## src/sv/gbcc_pkg.sv

```systemverilog
// Shared types and constants for the grain bitmap cross-checker.
// Used by gbcc_ctrl, gbcc_dp and grain_bitmap_cross_checker_core; no dependencies.
package gbcc_pkg;

    localparam int unsigned DEF_MAX_GRAINS = 65536;

    localparam int unsigned GRAIN_W = 32;
    localparam int unsigned MODE_W  = 2;
    localparam int unsigned STAT_W  = 2;
    localparam int unsigned CNT_W   = 17;
    localparam int unsigned IDX_W   = 16;

    typedef enum logic [MODE_W-1:0] {
        MODE_REF   = 2'd0,
        MODE_MARK  = 2'd1,
        MODE_CHECK = 2'd2,
        MODE_NONE  = 2'd3
    } t_mode;

    typedef enum logic [STAT_W-1:0] {
        ST_OK    = 2'd0,
        ST_HOLE  = 2'd1,
        ST_RANGE = 2'd2,
        ST_TWICE = 2'd3
    } t_status;

    typedef enum logic [1:0] {
        RD_INPUT = 2'd0,
        RD_GRAIN = 2'd1,
        RD_SCAN  = 2'd2
    } t_rd_sel;

    typedef struct packed {
        t_rd_sel rd_sel;
        logic    accept;
        logic    clear;
        logic    scan_step;
        logic    update;
        logic    load_scan;
    } t_cmd;

    typedef struct packed {
        logic clear_last;
        logic in_check;
        logic scan_done;
    } t_sts;

endpackage

```

## src/sv/gbcc_ctrl.sv

```systemverilog
// Sequencing controller: clearing pass, word accept, update, scan and result hand-off.
// Depends on gbcc_pkg for the command and status structs.
module gbcc_ctrl (
    input  logic            i_clk,
    input  logic            i_rst_n,
    input  logic            i_in_valid,
    output logic            o_in_ready,
    output logic            o_out_valid,
    input  logic            i_out_ready,
    input  gbcc_pkg::t_sts  i_sts,
    output gbcc_pkg::t_cmd  o_cmd
);
    import gbcc_pkg::*;

    typedef enum logic [2:0] {
        S_CLEAR,
        S_IDLE,
        S_UPDATE,
        S_SCAN,
        S_RESULT
    } t_state;

    t_state r_state, n_state;
    logic   r_out_valid, n_out_valid;
    logic   slot_free;

    assign slot_free   = !r_out_valid || i_out_ready;
    assign o_in_ready  = (r_state == S_IDLE);
    assign o_out_valid = r_out_valid;

    always_comb begin
        n_state      = r_state;
        o_cmd        = '0;
        o_cmd.rd_sel = RD_GRAIN;
        unique case (r_state)
            S_CLEAR: begin
                o_cmd.clear = 1'b1;
                if (i_sts.clear_last) begin
                    n_state = S_IDLE;
                end
            end
            S_IDLE: begin
                o_cmd.rd_sel = RD_INPUT;
                if (i_in_valid) begin
                    o_cmd.accept = 1'b1;
                    n_state      = i_sts.in_check ? S_SCAN : S_UPDATE;
                end
            end
            S_UPDATE: begin
                if (slot_free) begin
                    o_cmd.update = 1'b1;
                    n_state      = S_IDLE;
                end
            end
            S_SCAN: begin
                o_cmd.rd_sel    = RD_SCAN;
                o_cmd.scan_step = 1'b1;
                if (i_sts.scan_done) begin
                    n_state = S_RESULT;
                end
            end
            S_RESULT: begin
                if (slot_free) begin
                    o_cmd.load_scan = 1'b1;
                    n_state         = S_IDLE;
                end
            end
            default: begin
                n_state = S_CLEAR;
            end
        endcase
    end

    always_comb begin
        if (o_cmd.update || o_cmd.load_scan) begin
            n_out_valid = 1'b1;
        end else if (i_out_ready) begin
            n_out_valid = 1'b0;
        end else begin
            n_out_valid = r_out_valid;
        end
    end

    always_ff @(posedge i_clk) begin
        if (!i_rst_n) begin
            r_state     <= S_CLEAR;
            r_out_valid <= 1'b0;
        end else begin
            r_state     <= n_state;
            r_out_valid <= n_out_valid;
        end
    end

endmodule

```

## config.mk

```make
export PLATFORM = sky130hd
export DESIGN_NAME = gbcc_ctrl
export DESIGN_NICKNAME = d
export VERILOG_FILES = /design/src/sv/gbcc_pkg.sv /design/src/sv/gbcc_ctrl.sv
export SDC_FILE = /design/constraint.sdc
export NUM_CORES = 1
export LEC_CHECK = 0
export BUFFER_PORTS_ARGS = -buffer_cell sky130_fd_sc_hd__buf_2
export CORE_AREA = 2 2 39 41
export CTS_CLUSTER_DIAMETER = 80
export CTS_CLUSTER_SIZE = 24
export DETAILED_ROUTE_END_ITERATION = 12
export DIE_AREA = 0 0 41 43
export MAX_ROUTING_LAYER = met4
export PLACE_DENSITY = 0.58
export SLEW_MARGIN = 20
export SYNTH_ARGS = -nofsm -noshare
export SYNTH_HDL_FRONTEND = slang
export SYNTH_SLANG_ARGS = --single-unit
```

## constraint.sdc

```tcl
create_clock -name i_clk -period 1 [get_ports i_clk]
set_input_delay 0.2 -clock i_clk [delete_from_list [all_inputs] [get_ports i_clk]]
set_output_delay 0.2 -clock i_clk [all_outputs]
set_load 0.02 [all_outputs]
```

==> results.md <==
* Nets@finish at 73
* Critical Path AT at approximately 1.1 ns
* Combinational share of power at 0.477
* Startpoint Class: register
* Post-Syn Area per Cell at ~8.2 µm²
* Setup slack after layout at -0.2878 ns
* Global-route wire length before repair at ~1400 µm
* Number of diodes at 0
* Die area at 0.001763 mm²
* Clk pwr share at 0.252
* TritonRoute pass-1 iters at 2
* GP Congestion at between 0.6 and 0.7
* Crit end category: output pin
* Syn Inst Count at 37
* Clock Skew at 0.004010 ns
* Finish-stage setup viols at 11
* Clk Latency, worst-skew pair at roughly 0.23 ns
* Post-synth cell types at 26
* Tot GR Track Use at 0.1273
* Routed vias/inst at between 4 and 5
* Layout cells sized above 1 at 0.7656
* Slew @ Worst Pin at 0.2362 ns
* CTS Sinks at 4
* Pint at 0.0005123 W
* Switching Share at 0.3463
* CTS root buffer: clkbuf_4
* Initial antenna violation count at 0
* Fmax at 776.5 MHz
* Fin crit period at 1.288 ns
* Width of the die at 41 µm
* Most frequently used flop master after synthesis: dfxtp_1
* Synth top area cells: dfxtp_1 (26%), buf_6 (7.4%), nor2_1 (7.4%)
* Clk pin slew, worst setup/hold paths at 0.04 ns
* Switching power total at 0.0002714 W
* Ports at 16
* Ys Warns at 0
* Seq cells post-synth at 4
* Ys async rst share at 0
* Initial core utilization at 0.2188
* Maxcap violations at 0
* Post-Route WL at 887 µm
* TritonCTS clock tree: built
* Worst R2R Start: r_state[1]
* Hold path startpoint: i_rst_n
* Placed Instance Area at 471.7 µm²
* Sum Neg Setup Slack at -2.031 ns
* Maximum vdd drop at 0.5674 mV
* Mapped Nets at 44
* DR iter-0 viols at 4
* Post-DR wirelength/cell at 11.09 µm
* Critical Path Start: r_state[2]
* PortBufs at 15
* Flop pwr share at 0.272
* Core area at approximately 0.0014 mm²
* Count of pins over their slew limit at 0
* Hold WC Path Type: in2reg
* Fin. Hold Viols at 0
* Area grow syn2layout at 108.7%
* Outcome: finished with violations
* Slew HR at 0.8425
* CP required at 0.80 ns
* Post-synth top area share at 0.2645
* Final period utilization at 1.288
* Leak at 0.2630 nW
* DP HPWL at 568.3 µm
* Most frequent cells in the layout: buf_6 (12), buf_4 (8), buf_2 (7)
* Violated checks: setup timing
* Synth area leader: dfxtp_1
* Post-synth EDFFs at 0
* DRC Markers at 0
* Largest net degree at the start of global routing at 9
* Vias after detailed routing at 368
* Clock Tree Buf Depth at 2
* RSZ-0062 raised after global routing: yes
* Num CTS Buffers at 3
* Vias in the first global route at roughly 370
* Critical path class: reg2out
* Pwr dens at 1240 mW/mm²
* Sequential share of the synthesized area at 0.2645
* Final instance area at 631.9 µm²
* Grt total ovfl at 0
* Most common cell after layout, fill and taps aside: buf_6
* Final ANT Viol Nets at 0
* Chip height at between 40 and 50 µm
* CTS H-tree depth at 1
* Number of core rows at 14
* Critical path peak fanout at 3
* Netlist Area Pre-Place at slightly above 300 µm²
* Final core utilization at 0.4566
==> worst max-delay path, stage by stage, from the launching register on <==
cell and delay, ns:
dfxtp_2 0.33, buf_6 0.12, nor4_4 0.24, buf_4 0.17
==> what timing repair did <==
action	CTS	global route
resized for setup	25	5
hold buffers	0	0
buffers inserted	4	0
setup endpoints to repair	11	11
endpoints found under the hold margin	0	0
pin swaps	4	2
==> cell usage after synthesis (all sizes together), types with 2 or more instances <==
| cell type | number |
|---|---|
| a21oi | 2 |
| nor2 | 6 |
| dfxtp | 4 |
| inv | 3 |
| nor4 | 2 |
| buf | 3 |
| nor3 | 2 |
==> flip-flops by register name, summed over array words and instances (netlist names) <==
signal and cells:
r_state 3, o_out_valid 1
==> cell type report <==
class / instances / area, µm²
well taps: 16 / 20.02
clock buffers: 3 / 22.52
inverters: 3 / 13.76
multi-input cells: 27 / 255.2
fillers: 137 / 752.0
flip-flops and latches: 4 / 90.09
repair buffers: 27 / 230.2
==> metrics by stage <==
| step | hold WS [ns] | instances | worst slack, ns | power [W] |
|---|---|---|---|---|
| 2_1_floorplan | 0.3174 | 37 | -0.1281 | 0.0003980 |
| 3_3_place_gp | 0.4267 | 73 | -0.08400 | 0.0004762 |
| 3_5_place_dp | 0.4211 | 73 | -0.09647 | 0.0004759 |
| 4_1_cts | 0.1784 | 80 | -0.2954 | 0.0007773 |
| 5_1_grt | 0.1813 | 80 | -0.3631 | 0.0008409 |
| 6_report | 0.1855 | 80 | -0.2878 | 0.0007837 |
==> layer usage <==
layer	vias to the layer above	part of all wire	GRT usage
met5	-	0	-
met4	0	0	0.06000
met3	0	0.057	0.05236
met2	12	0.55	0.1969
met1	172	0.39	0.1342
li1	184	-	-
==> cell families (layout without fill, tap and decap cells) <==
| group | after synthesis | count (layout) | synth area share |
|---|---|---|---|
| compound gates | 8 | 8 | 0.2066 |
| flops | 4 | 4 | 0.2645 |
| buf+inv | 6 | 33 | 0.1364 |
| xor+xnor | 1 | 1 | 0.02893 |
| simple gates | 18 | 18 | 0.3637 |
==> power by group through the flow <==
| stage | sequential [W] | combinational (W) | clock [W] |
|---|---|---|---|
| after CTS | 0.000211 | 0.000357 | 0.000209 |
| after detailed placement | 0.000212 | 0.000264 | 0 |
| after floorplan | 0.000192 | 0.000206 | 0 |
| after global routing | 0.000216 | 0.000404 | 0.000221 |
| after global placement | 0.000211 | 0.000265 | 0 |
| final | 0.000213 | 0.000373 | 0.000197 |
==> worst paths after layout <==
kind                                     to  slack, ns  depth (start not counted)
worst min-delay path            o_out_valid       0.19                          2
worst max register to register   r_state[0]      -0.11                          4
worst max-delay path               o_cmd[1]      -0.29                          3
worst min register to register   r_state[2]       0.60                          2
(Power assumes the default switching activity.)
